### config.mk
export PLATFORM = sky130hd
export DESIGN_NAME = fifo_page_tlb_with_dirty_flat
export DESIGN_NICKNAME = d
export VERILOG_FILES = /design/src/rtl/fptlb_pkg.sv /design/src/rtl/fptlb_if.sv /design/src/rtl/fifo_page_tlb_with_dirty.sv /design/src/flat_wrapper.sv
export SDC_FILE = /design/constraint.sdc
export NUM_CORES = 1
export LEC_CHECK = 0
export BUFFER_PORTS_ARGS = -buffer_cell sky130_fd_sc_hd__clkbuf_2
export CAP_MARGIN = 40
export CORE_UTILIZATION = 30
export CTS_CLUSTER_SIZE = 16
export DETAILED_ROUTE_END_ITERATION = 8
export PLACE_DENSITY = 0.54
export RECOVER_POWER = 50
export SYNTH_ARGS = -nofsm -noshare
export SYNTH_HDL_FRONTEND = slang
export SYNTH_SLANG_ARGS = --single-unit
### constraint.sdc
create_clock -name clk_i -period 8 [get_ports clk_i]
set_clock_uncertainty 0.1 [all_clocks]
set_input_delay 0.8 -clock clk_i [delete_from_list [all_inputs] [get_ports clk_i]]
set_output_delay 0.8 -clock clk_i [all_outputs]
set_load 0.01 [all_outputs]
### src/rtl/fptlb_pkg.sv
// shared constants and types of the page translation buffer
package fptlb_pkg;

  // field widths
  localparam int unsigned PageW   = 31;
  localparam int unsigned OffsetW = 24;
  localparam int unsigned FrameW  = 16;
  localparam int unsigned AddrW   = 48;
  localparam int unsigned PbW     = 5;
  localparam int unsigned CfgW    = 48;

  // default number of buffer slots
  localparam int unsigned EntriesDefault = 5;

  // usable page size range, log2 bytes
  localparam logic [PbW-1:0] PbMin   = 5'd12;
  localparam logic [PbW-1:0] PbMax   = 5'd24;
  localparam logic [PbW-1:0] PbReset = 5'd12;

  // configuration register indexes
  typedef enum logic [0:0] {
    CFG_PAGE_BITS  = 1'b0,
    CFG_CACHE_BASE = 1'b1
  } cfg_idx_e;

  // one lookup request as held in the input register
  typedef struct packed {
    logic [PageW-1:0]   page_index;
    logic [OffsetW-1:0] byte_offset;
    logic               write_access;
    logic [FrameW-1:0]  fill_frame;
  } req_t;

  // one lookup result as held in the output register
  typedef struct packed {
    logic               hit;
    logic [AddrW-1:0]   cache_address;
    logic               victim_valid;
    logic [PageW-1:0]   victim_page;
    logic               victim_dirty;
  } rsp_t;

endpackage

### src/rtl/fptlb_if.sv
// valid/ready channel interfaces for lookup requests and results

interface fptlb_req_if
  import fptlb_pkg::*;
();
  logic               valid;
  logic               ready;
  logic [PageW-1:0]   page_index;
  logic [OffsetW-1:0] byte_offset;
  logic               write_access;
  logic [FrameW-1:0]  fill_frame;

  modport source (
    output valid, page_index, byte_offset, write_access, fill_frame,
    input  ready
  );
  modport sink (
    input  valid, page_index, byte_offset, write_access, fill_frame,
    output ready
  );
endinterface

interface fptlb_rsp_if
  import fptlb_pkg::*;
();
  logic             valid;
  logic             ready;
  logic             hit;
  logic [AddrW-1:0] cache_address;
  logic             victim_valid;
  logic [PageW-1:0] victim_page;
  logic             victim_dirty;

  modport source (
    output valid, hit, cache_address, victim_valid, victim_page, victim_dirty,
    input  ready
  );
  modport sink (
    input  valid, hit, cache_address, victim_valid, victim_page, victim_dirty,
    output ready
  );
endinterface

### src/rtl/fifo_page_tlb_with_dirty.sv
// top level of the fully associative page translation buffer
//
// Fully associative translation buffer with FIFO replacement and per-entry
// dirty marks. Every request transaction gives exactly one result transaction.
// A request is captured in an input register; when the output register is
// free or being read, all slots are compared in parallel, the slots are
// updated (dirty mark on a hit, shift in on a miss) and the result is written
// into the output register, which offers it on the result channel. One
// request is accepted per cycle as long as the result side keeps taking
// results; the rate is set by the single compare-and-update stage that
// touches the slot registers. All slots are invalid after reset, no clearing
// pass is needed. Configuration writes take effect at once and are meant for
// idle periods; page_bits is clamped to 12..24 and the offset is masked to
// the page size.
module fifo_page_tlb_with_dirty
  import fptlb_pkg::*;
#(
  parameter int unsigned ENTRIES = EntriesDefault
) (
  input  logic            clk_i,
  input  logic            rst_ni,
  // configuration write port
  input  logic            cfg_we_i,
  input  logic [0:0]      cfg_idx_i,
  input  logic [CfgW-1:0] cfg_data_i,
  // request and result channels
  fptlb_req_if.sink       req_i,
  fptlb_rsp_if.source     rsp_o
);

  // configuration registers
  logic [PbW-1:0]   page_bits_q;
  logic [AddrW-1:0] cache_base_q;

  // input register
  logic in_valid_q;
  req_t in_q;

  // output register
  logic rsp_valid_q;
  rsp_t rsp_q, rsp_d;

  // slot storage, slot 0 newest
  logic [PageW-1:0]  entry_page_q  [ENTRIES];
  logic [FrameW-1:0] entry_frame_q [ENTRIES];
  logic [ENTRIES-1:0] entry_valid_q, entry_valid_d;
  logic [ENTRIES-1:0] entry_dirty_q, entry_dirty_d;

  // lookup signals
  logic [ENTRIES-1:0] match;
  logic               hit;
  logic [FrameW-1:0]  sel_frame;
  logic [PbW-1:0]     eff_pb;
  logic [OffsetW-1:0] off_mask;
  logic [AddrW-1:0]   frame_off;
  logic               advance;

  // configuration writes
  always_ff @(posedge clk_i or negedge rst_ni) begin
    if (!rst_ni) begin
      page_bits_q  <= PbReset;
      cache_base_q <= '0;
    end else if (cfg_we_i) begin
      unique case (cfg_idx_e'(cfg_idx_i))
        CFG_PAGE_BITS:  page_bits_q  <= cfg_data_i[PbW-1:0];
        CFG_CACHE_BASE: cache_base_q <= cfg_data_i[AddrW-1:0];
      endcase
    end
  end

  // pipeline handshake
  assign advance     = in_valid_q && (!rsp_valid_q || rsp_o.ready);
  assign req_i.ready = !in_valid_q || advance;

  // input register
  always_ff @(posedge clk_i or negedge rst_ni) begin
    if (!rst_ni) begin
      in_valid_q <= 1'b0;
    end else if (req_i.ready) begin
      in_valid_q <= req_i.valid;
    end
  end

  always_ff @(posedge clk_i) begin
    if (req_i.valid && req_i.ready) begin
      in_q.page_index   <= req_i.page_index;
      in_q.byte_offset  <= req_i.byte_offset;
      in_q.write_access <= req_i.write_access;
      in_q.fill_frame   <= req_i.fill_frame;
    end
  end

  // parallel tag compare with lowest slot winning
  always_comb begin
    for (int i = 0; i < ENTRIES; i++) begin
      match[i] = entry_valid_q[i] && (entry_page_q[i] == in_q.page_index);
    end
    hit       = |match;
    sel_frame = in_q.fill_frame;
    for (int i = ENTRIES - 1; i >= 0; i--) begin
      if (match[i]) begin
        sel_frame = entry_frame_q[i];
      end
    end
  end

  // address build: frame and masked offset do not overlap, so one add remains
  always_comb begin
    if (page_bits_q < PbMin) begin
      eff_pb = PbMin;
    end else if (page_bits_q > PbMax) begin
      eff_pb = PbMax;
    end else begin
      eff_pb = page_bits_q;
    end
    off_mask  = ~({OffsetW{1'b1}} << eff_pb);
    frame_off = ({{(AddrW-FrameW){1'b0}}, sel_frame} << eff_pb)
              | {{(AddrW-OffsetW){1'b0}}, in_q.byte_offset & off_mask};
  end

  // result assembly
  always_comb begin
    rsp_d.hit           = hit;
    rsp_d.cache_address = cache_base_q + frame_off;
    if (!hit && entry_valid_q[ENTRIES-1]) begin
      rsp_d.victim_valid = 1'b1;
      rsp_d.victim_page  = entry_page_q[ENTRIES-1];
      rsp_d.victim_dirty = entry_dirty_q[ENTRIES-1];
    end else begin
      rsp_d.victim_valid = 1'b0;
      rsp_d.victim_page  = '0;
      rsp_d.victim_dirty = 1'b0;
    end
  end

  // slot control update: dirty mark on hit, shift in on miss
  always_comb begin
    entry_valid_d = entry_valid_q;
    entry_dirty_d = entry_dirty_q;
    if (hit) begin
      entry_dirty_d = entry_dirty_q | (match & {ENTRIES{in_q.write_access}});
    end else begin
      for (int i = ENTRIES - 1; i > 0; i--) begin
        entry_valid_d[i] = entry_valid_q[i-1];
        entry_dirty_d[i] = entry_dirty_q[i-1];
      end
      entry_valid_d[0] = 1'b1;
      entry_dirty_d[0] = in_q.write_access;
    end
  end

  // slot valid and dirty bits
  always_ff @(posedge clk_i or negedge rst_ni) begin
    if (!rst_ni) begin
      entry_valid_q <= '0;
      entry_dirty_q <= '0;
    end else if (advance) begin
      entry_valid_q <= entry_valid_d;
      entry_dirty_q <= entry_dirty_d;
    end
  end

  // slot page and frame, shifted on a miss
  always_ff @(posedge clk_i) begin
    if (advance && !hit) begin
      for (int i = ENTRIES - 1; i > 0; i--) begin
        entry_page_q[i]  <= entry_page_q[i-1];
        entry_frame_q[i] <= entry_frame_q[i-1];
      end
      entry_page_q[0]  <= in_q.page_index;
      entry_frame_q[0] <= in_q.fill_frame;
    end
  end

  // output register
  always_ff @(posedge clk_i or negedge rst_ni) begin
    if (!rst_ni) begin
      rsp_valid_q <= 1'b0;
    end else if (advance) begin
      rsp_valid_q <= 1'b1;
    end else if (rsp_o.ready) begin
      rsp_valid_q <= 1'b0;
    end
  end

  always_ff @(posedge clk_i) begin
    if (advance) begin
      rsp_q <= rsp_d;
    end
  end

  // result channel
  assign rsp_o.valid         = rsp_valid_q;
  assign rsp_o.hit           = rsp_q.hit;
  assign rsp_o.cache_address = rsp_q.cache_address;
  assign rsp_o.victim_valid  = rsp_q.victim_valid;
  assign rsp_o.victim_page   = rsp_q.victim_page;
  assign rsp_o.victim_dirty  = rsp_q.victim_dirty;

endmodule
### src/flat_wrapper.sv
// flat-port wrapper written by rule: the top's interface ports become plain ports
module fifo_page_tlb_with_dirty_flat import fptlb_pkg::*;
#(
  parameter int unsigned ENTRIES = EntriesDefault
)
  (clk_i, rst_ni, cfg_we_i, cfg_idx_i, cfg_data_i, req_i_valid, req_i_page_index, req_i_byte_offset, req_i_write_access, req_i_fill_frame, req_i_ready, rsp_o_valid, rsp_o_hit, rsp_o_cache_address, rsp_o_victim_valid, rsp_o_victim_page, rsp_o_victim_dirty, rsp_o_ready);
  fptlb_req_if req_i_i ();
  fptlb_rsp_if rsp_o_i ();
  input  logic clk_i;
  input  logic rst_ni;
  input  logic cfg_we_i;
  input  logic [0:0] cfg_idx_i;
  input  logic [CfgW-1:0] cfg_data_i;
  input wire logic [$bits(req_i_i.valid)-1:0] req_i_valid;
  input wire logic [$bits(req_i_i.page_index)-1:0] req_i_page_index;
  input wire logic [$bits(req_i_i.byte_offset)-1:0] req_i_byte_offset;
  input wire logic [$bits(req_i_i.write_access)-1:0] req_i_write_access;
  input wire logic [$bits(req_i_i.fill_frame)-1:0] req_i_fill_frame;
  output wire logic [$bits(req_i_i.ready)-1:0] req_i_ready;
  output wire logic [$bits(rsp_o_i.valid)-1:0] rsp_o_valid;
  output wire logic [$bits(rsp_o_i.hit)-1:0] rsp_o_hit;
  output wire logic [$bits(rsp_o_i.cache_address)-1:0] rsp_o_cache_address;
  output wire logic [$bits(rsp_o_i.victim_valid)-1:0] rsp_o_victim_valid;
  output wire logic [$bits(rsp_o_i.victim_page)-1:0] rsp_o_victim_page;
  output wire logic [$bits(rsp_o_i.victim_dirty)-1:0] rsp_o_victim_dirty;
  input wire logic [$bits(rsp_o_i.ready)-1:0] rsp_o_ready;
  assign req_i_i.valid = req_i_valid;
  assign req_i_i.page_index = req_i_page_index;
  assign req_i_i.byte_offset = req_i_byte_offset;
  assign req_i_i.write_access = req_i_write_access;
  assign req_i_i.fill_frame = req_i_fill_frame;
  assign req_i_ready = req_i_i.ready;
  assign rsp_o_valid = rsp_o_i.valid;
  assign rsp_o_hit = rsp_o_i.hit;
  assign rsp_o_cache_address = rsp_o_i.cache_address;
  assign rsp_o_victim_valid = rsp_o_i.victim_valid;
  assign rsp_o_victim_page = rsp_o_i.victim_page;
  assign rsp_o_victim_dirty = rsp_o_i.victim_dirty;
  assign rsp_o_i.ready = rsp_o_ready;
  fifo_page_tlb_with_dirty #(.ENTRIES(ENTRIES)) u_core (.clk_i(clk_i), .rst_ni(rst_ni), .cfg_we_i(cfg_we_i), .cfg_idx_i(cfg_idx_i), .cfg_data_i(cfg_data_i), .req_i(req_i_i), .rsp_o(rsp_o_i));
endmodule
* Word-level counts from Yosys, hierarchy flattened
Memories as Yosys holds them, arrays and structs flattened. Cells that the tools add are included.
Cells by class: shifts and indexed selects 2, equality and inequality tests 5, reductions and logical operators 19, muxes and demuxes 13, bitwise operators 7, order comparisons 2, add/sub/neg operators 1
Operator list (number):
- == test 31 bit | 5
- two-way mux 16 bit | 5
- adder 48 bit | 1
- OR 48 x 24 -> 48 bit | 1
- << shifter 16 x 5 -> 48 bit | 1
- two-way mux 33 bit | 1
- bitwise AND 24 bit | 1
- inverter 24 bit | 1
- << shifter 24 x 5 -> 24 bit (first input constant) | 1
- two-way mux 5 bit | 3
- logical AND 1 bit | 9
- AND reduction 2 bit | 3
- bitwise AND 5 bit | 1
- > comparator 5 bit (second input constant) | 1
- less-than comparator 5 x 4 -> 1 bit (second input constant) | 1
- OR 5 bit | 1
- OR reduction 5 bit | 1
- two-way mux 1 bit | 4
- logical NOT 1 bit | 3
- logical OR 1 bit | 2
- inverter 1 bit | 2
- nonzero test 2 bit | 1
Word-level totals: output and inout port bits 84, logic and storage cells 66, input port bits 126, register bits 219, RAM bits 235, memories kept 2
Memories:
- u_core.entry_page_q | words 5, width 31, rd ports 5, clocked after memory_dff 0, wr ports 5, RTL line fifo_page_tlb_with_dirty.sv:44 | logic [PageW-1:0] entry_page_q [ENTRIES];
- u_core.entry_frame_q | words 5, width 16, rd ports 5, clocked after memory_dff 0, wr ports 5, RTL line fifo_page_tlb_with_dirty.sv:45 | logic [FrameW-1:0] entry_frame_q [ENTRIES];

* Longest topological paths before layout
depth in word-level cells 10, gate-level depth with buffers 25

* Least setup slack after synthesis
OpenSTA, ideal clock, no wires.
kind input -> register, start input rsp_o_ready, end memory u_core.entry_frame_q[0][0] (enable), cell stages on the path 6, arrival 7.751 ns, library setup time 0.588 ns, setup slack -0.438 ns, cell sequence nand2b_1 -> nand2_1 -> inv_1 -> nand3_1 -> clkbuf_1 -> inv_1
RTL lines:
- from (decl) | RTL line flat_wrapper.sv:26 | input wire logic [$bits(rsp_o_i.ready)-1:0] rsp_o_ready;
- to (decl) | RTL line fifo_page_tlb_with_dirty.sv:45

==> flow_metrics.py <==
metrics = {
    "run_status": {
        "status": "complete, but fails checks",
        "failed_checks": "capacitance limit, slew limit",
    },
    "logic_synthesis": {
        "synthTopCellsByCount": "edfxtp_1, xnor2_1, nand2_1, nand4_1, a21oi_1",
        "async_flop_share": 0.143,
        "ys_warn_count": 0,
        "syn_area_per_cell_um2": 12.8,
        "post-synth-top-count-cell": "edfxtp_1",
        "synth_top_area_frac": 0.532,
        "synth_area_mm2": 0.0220,
        "ys_types": 92,
        "synth_area_leader_cell": "edfxtp_1",
        "ys.flop_type": "edfxtp_1",
        "synth_seq_cells": 454,
        "syn_inst": 1718,
        "synth_edf_count": 389,
        "synthTopCellsByArea": "edfxtp_1, dfrtp_1, xnor2_1",
        "ys_seq_area_frac": 0.606,
    },
    "placement": {
        "dp_slack_ns": 0.792,
        "portBuffers": 209,
        "place_hpwl_um": 49900,
        "gp_congestion": 0.912,
    },
    "clocking": {
        "cts_buffers": 50,
        "clk_pin_slew_ns": 0.07,
        "ctsHoldBuffers": 1,
        "cts_tree": "yes",
        "cts.sinks": 454,
        "clk_latency_ns": 0.60,
        "post_cts_resized": 0,
        "cts_setup_buffers": 0,
        "clockRootBuffer": "clkbuf_16",
        "htreeDepth": 2,
        "clockBufferDepth": 3,
    },
    "setup_path": {
        "crit_chain": "clkbuf_1, xnor2_2, nand4_1, or4_4, or2_1, a311oi_1, nand2b_1, o21ai_1, a221oi_1, a21oi_1, o221ai_1, ha_1, and3_1, a221o_1, a21oi_1, o211ai_1, a21boi_1, o21ai_1, a31oi_1, o31ai_1, a221oi_1, xnor2_1",
        "max_stage_delay_ns": 0.70,
        "r2r_start": "u_core.in_q[52]",
        "critPathBufInv": 1,
        "crit_arrival_ns": 7.63,
        "cp_max_fo": 20,
        "crit_type": "flip-flop to flip-flop",
        "critPathLaunch": "u_core.in_q[52]",
        "crit_family": "compound AO/OA/AOI/OAI gates",
        "start_kind": "flip-flop",
        "endpoint_kind": "flip-flop",
        "critPathSlowestCell": "or4_4",
        "crit_required_ns": 8.24,
    },
    "run": {
        "drv_cap": 4,
    },
    "final_layout": {
        "layout.nets": 2095,
        "fillers": 7033,
        "final_layout_size_suffix_gt1_frac": 0.195,
        "area_growth_pct": 16.9,
    },
    "timing": {
        "final.min_clock_period_ns": 7.39,
        "fin_ws_ns": 0.610,
        "rsz0062_at_grt": "no",
        "period_share": 0.924,
        "max_freq_ghz": 0.135,
        "setup_violations": 0,
        "worstMarginPinSlew_ns": 3.48,
        "setup_tns_ns": 0,
        "finalHoldViolCount": 0,
        "final-max-slew-violation-count": 177,
        "slew_headroom": -1.32,
        "worst_hold_slack_ns": 0.277,
    },
    "pwr": {
        "power.density_mw_per_mm2": 270,
        "vdd_drop_max_mv": 0.168,
        "p_leak_nw": 9.27,
    },
    "die": {
        "start_util": 0.305,
        "die-area_mm2": 0.0743,
        "die_y_um": 273,
        "coreArea_mm2": 0.0720,
        "rows": 98,
        "pin_count": 210,
        "die_x_um": 273,
    },
    "hold_path": {
        "min_path_type": "input port to flip-flop",
        "min_from": "req_i_page_index[1]",
    },
    "routing": {
        "final_antenna_net_count": 0,
        "drt-wirelength-per-cell_um": 22.7,
        "first_pass_iters": 6,
        "viasPerCell": 5.17,
        "drt_wl_total_um": 66100,
        "vias": 15100,
        "drcViolationCount": 0,
        "dr.first_iter.drc_count": 1542,
    },
    "global_routing": {
        "grt_pass1_wl_um": 96800,
        "overflow": 0,
        "antenna_found_initial": 3,
        "grt_max_degree": 76,
        "grtUsageTotal": 0.174,
        "grt_pass1_vias": 14900,
    },
}
[per-stage QoR]
step | total power, W | std cells | cell area, um2 | util
floorplan | 0.00403 | 1724 | 22000 | -
global placement | 0.00450 | 2816 | 23900 | 0.333
detailed placement | 0.00452 | 2818 | 24000 | 0.333
CTS | 0.00698 | 2912 | 25700 | 0.358
global route | 0.00722 | 2914 | 25700 | 0.357
finish | 0.00692 | 2915 | 25700 | 0.357
[worst reg2reg max path: stages, from the launching register on]
cell and delay, ns:
edfxtp_1 0.32, clkbuf_1 0.49, xnor2_2 0.20, nand4_1 0.13
or4_4 0.70, or2_1 0.60, a311oi_1 0.60, nand2b_1 0.18
o21ai_1 0.18, a221oi_1 0.43, a21oi_1 0.12, o221ai_1 0.20
ha_1 0.33, and3_1 0.23, a221o_1 0.33, a21oi_1 0.15
o211ai_1 0.22, a21boi_1 0.41, o21ai_1 0.20, a31oi_1 0.46
o31ai_1 0.15, a221oi_1 0.32, xnor2_1 0.11
[where the power goes]
part           switching [W]  internal [W]
registers           0.000199       0.00294
clock network       0.000994       0.00144
logic               0.000808      0.000539
[flip-flops by register name, indices dropped and copies added (netlist names)]
signal,count
u_core.cache_base_q,48
u_core.entry_dirty_q,5
u_core.entry_frame_q,80
u_core.entry_page_q,155
u_core.entry_valid_q,5
u_core.in_q,72
u_core.in_valid_q,1
u_core.page_bits_q,5
u_core.rsp_o.cache_address,48
u_core.rsp_o.hit,1
u_core.rsp_o.valid,1
u_core.rsp_o.victim_dirty,1
u_core.rsp_o.victim_page,31
u_core.rsp_o.victim_valid,1
[logic make-up after synthesis]
group                    synth area share
AND/OR/NAND/NOR                     0.129
XOR/XNOR                           0.0770
buffers and inverters              0.0285
other                            0.000171
AO/OA/AOI/OAI                      0.0960
adder cells (fa/ha/maj)            0.0277
multiplexers                       0.0350
flip-flops                          0.606
[metal layers]
layer | wire, um | part of all wire | global-route usage
met5 | 0 | 0 | 0
met2 | 29600 | 0.45 | 0.265
met3 | 4080 | 0.062 | 0.0290
met1 | 30800 | 0.47 | 0.252
met4 | 1520 | 0.023 | 0.0517
[cells in the final DEF (no fill, tap or decap), drive strengths merged, types with 16 or more instances in the layout]
master / netlist / routed
a211oi: 18 / 18
nor2: 71 / 71
inv: 32 / 33
nand2: 124 / 124
a21o: 22 / 22
nor4: 18 / 18
clkbuf: 45 / 274
buf: 49 / 26
a21oi: 73 / 73
and2: 46 / 46
edfxtp: 389 / 389
nor3: 22 / 22
dfrtp: 63 / 63
nand3: 53 / 53
mux2: 56 / 56
and3: 16 / 16
nand4: 90 / 90
o21ai: 59 / 59
ha: 47 / 47
xnor2: 167 / 167
nand2b: 38 / 38
[final cells by class]
type | count | area (um2) | area share
Antenna cell | 3 | 7.51 | 0.000292
Clock buffer | 62 | 1400 | 0.0546
Clock inverter | 31 | 339 | 0.0132
Inverter | 33 | 129 | 0.00502
Multi-Input combinational cell | 1143 | 8040 | 0.313
Sequential cell | 454 | 13300 | 0.519
Tap cell | 950 | 1190 | 0.0463
Timing Repair Buffer | 239 | 1250 | 0.0487
[path summary, 6_finish.rpt]
| check | slack [ns] | end | cells after the start |
|---|---|---|---|
| worst min register to register | 0.35 | u_core.entry_frame_q[0][50] | 0 |
| worst max register to register | 0.61 | u_core.rsp_o.cache_address[46] | 22 |
| max in group asynchronous | 3.37 | u_core.entry_valid_q[4] | 3 |
| worst max-delay path | 0.61 | u_core.rsp_o.cache_address[46] | 22 |
| worst min-delay path | 0.28 | u_core.in_q[42] | 1 |
| min in group asynchronous | 0.67 | u_core.cache_base_q[38] | 2 |
No activity file was read; power rests on OpenSTA's default activity.
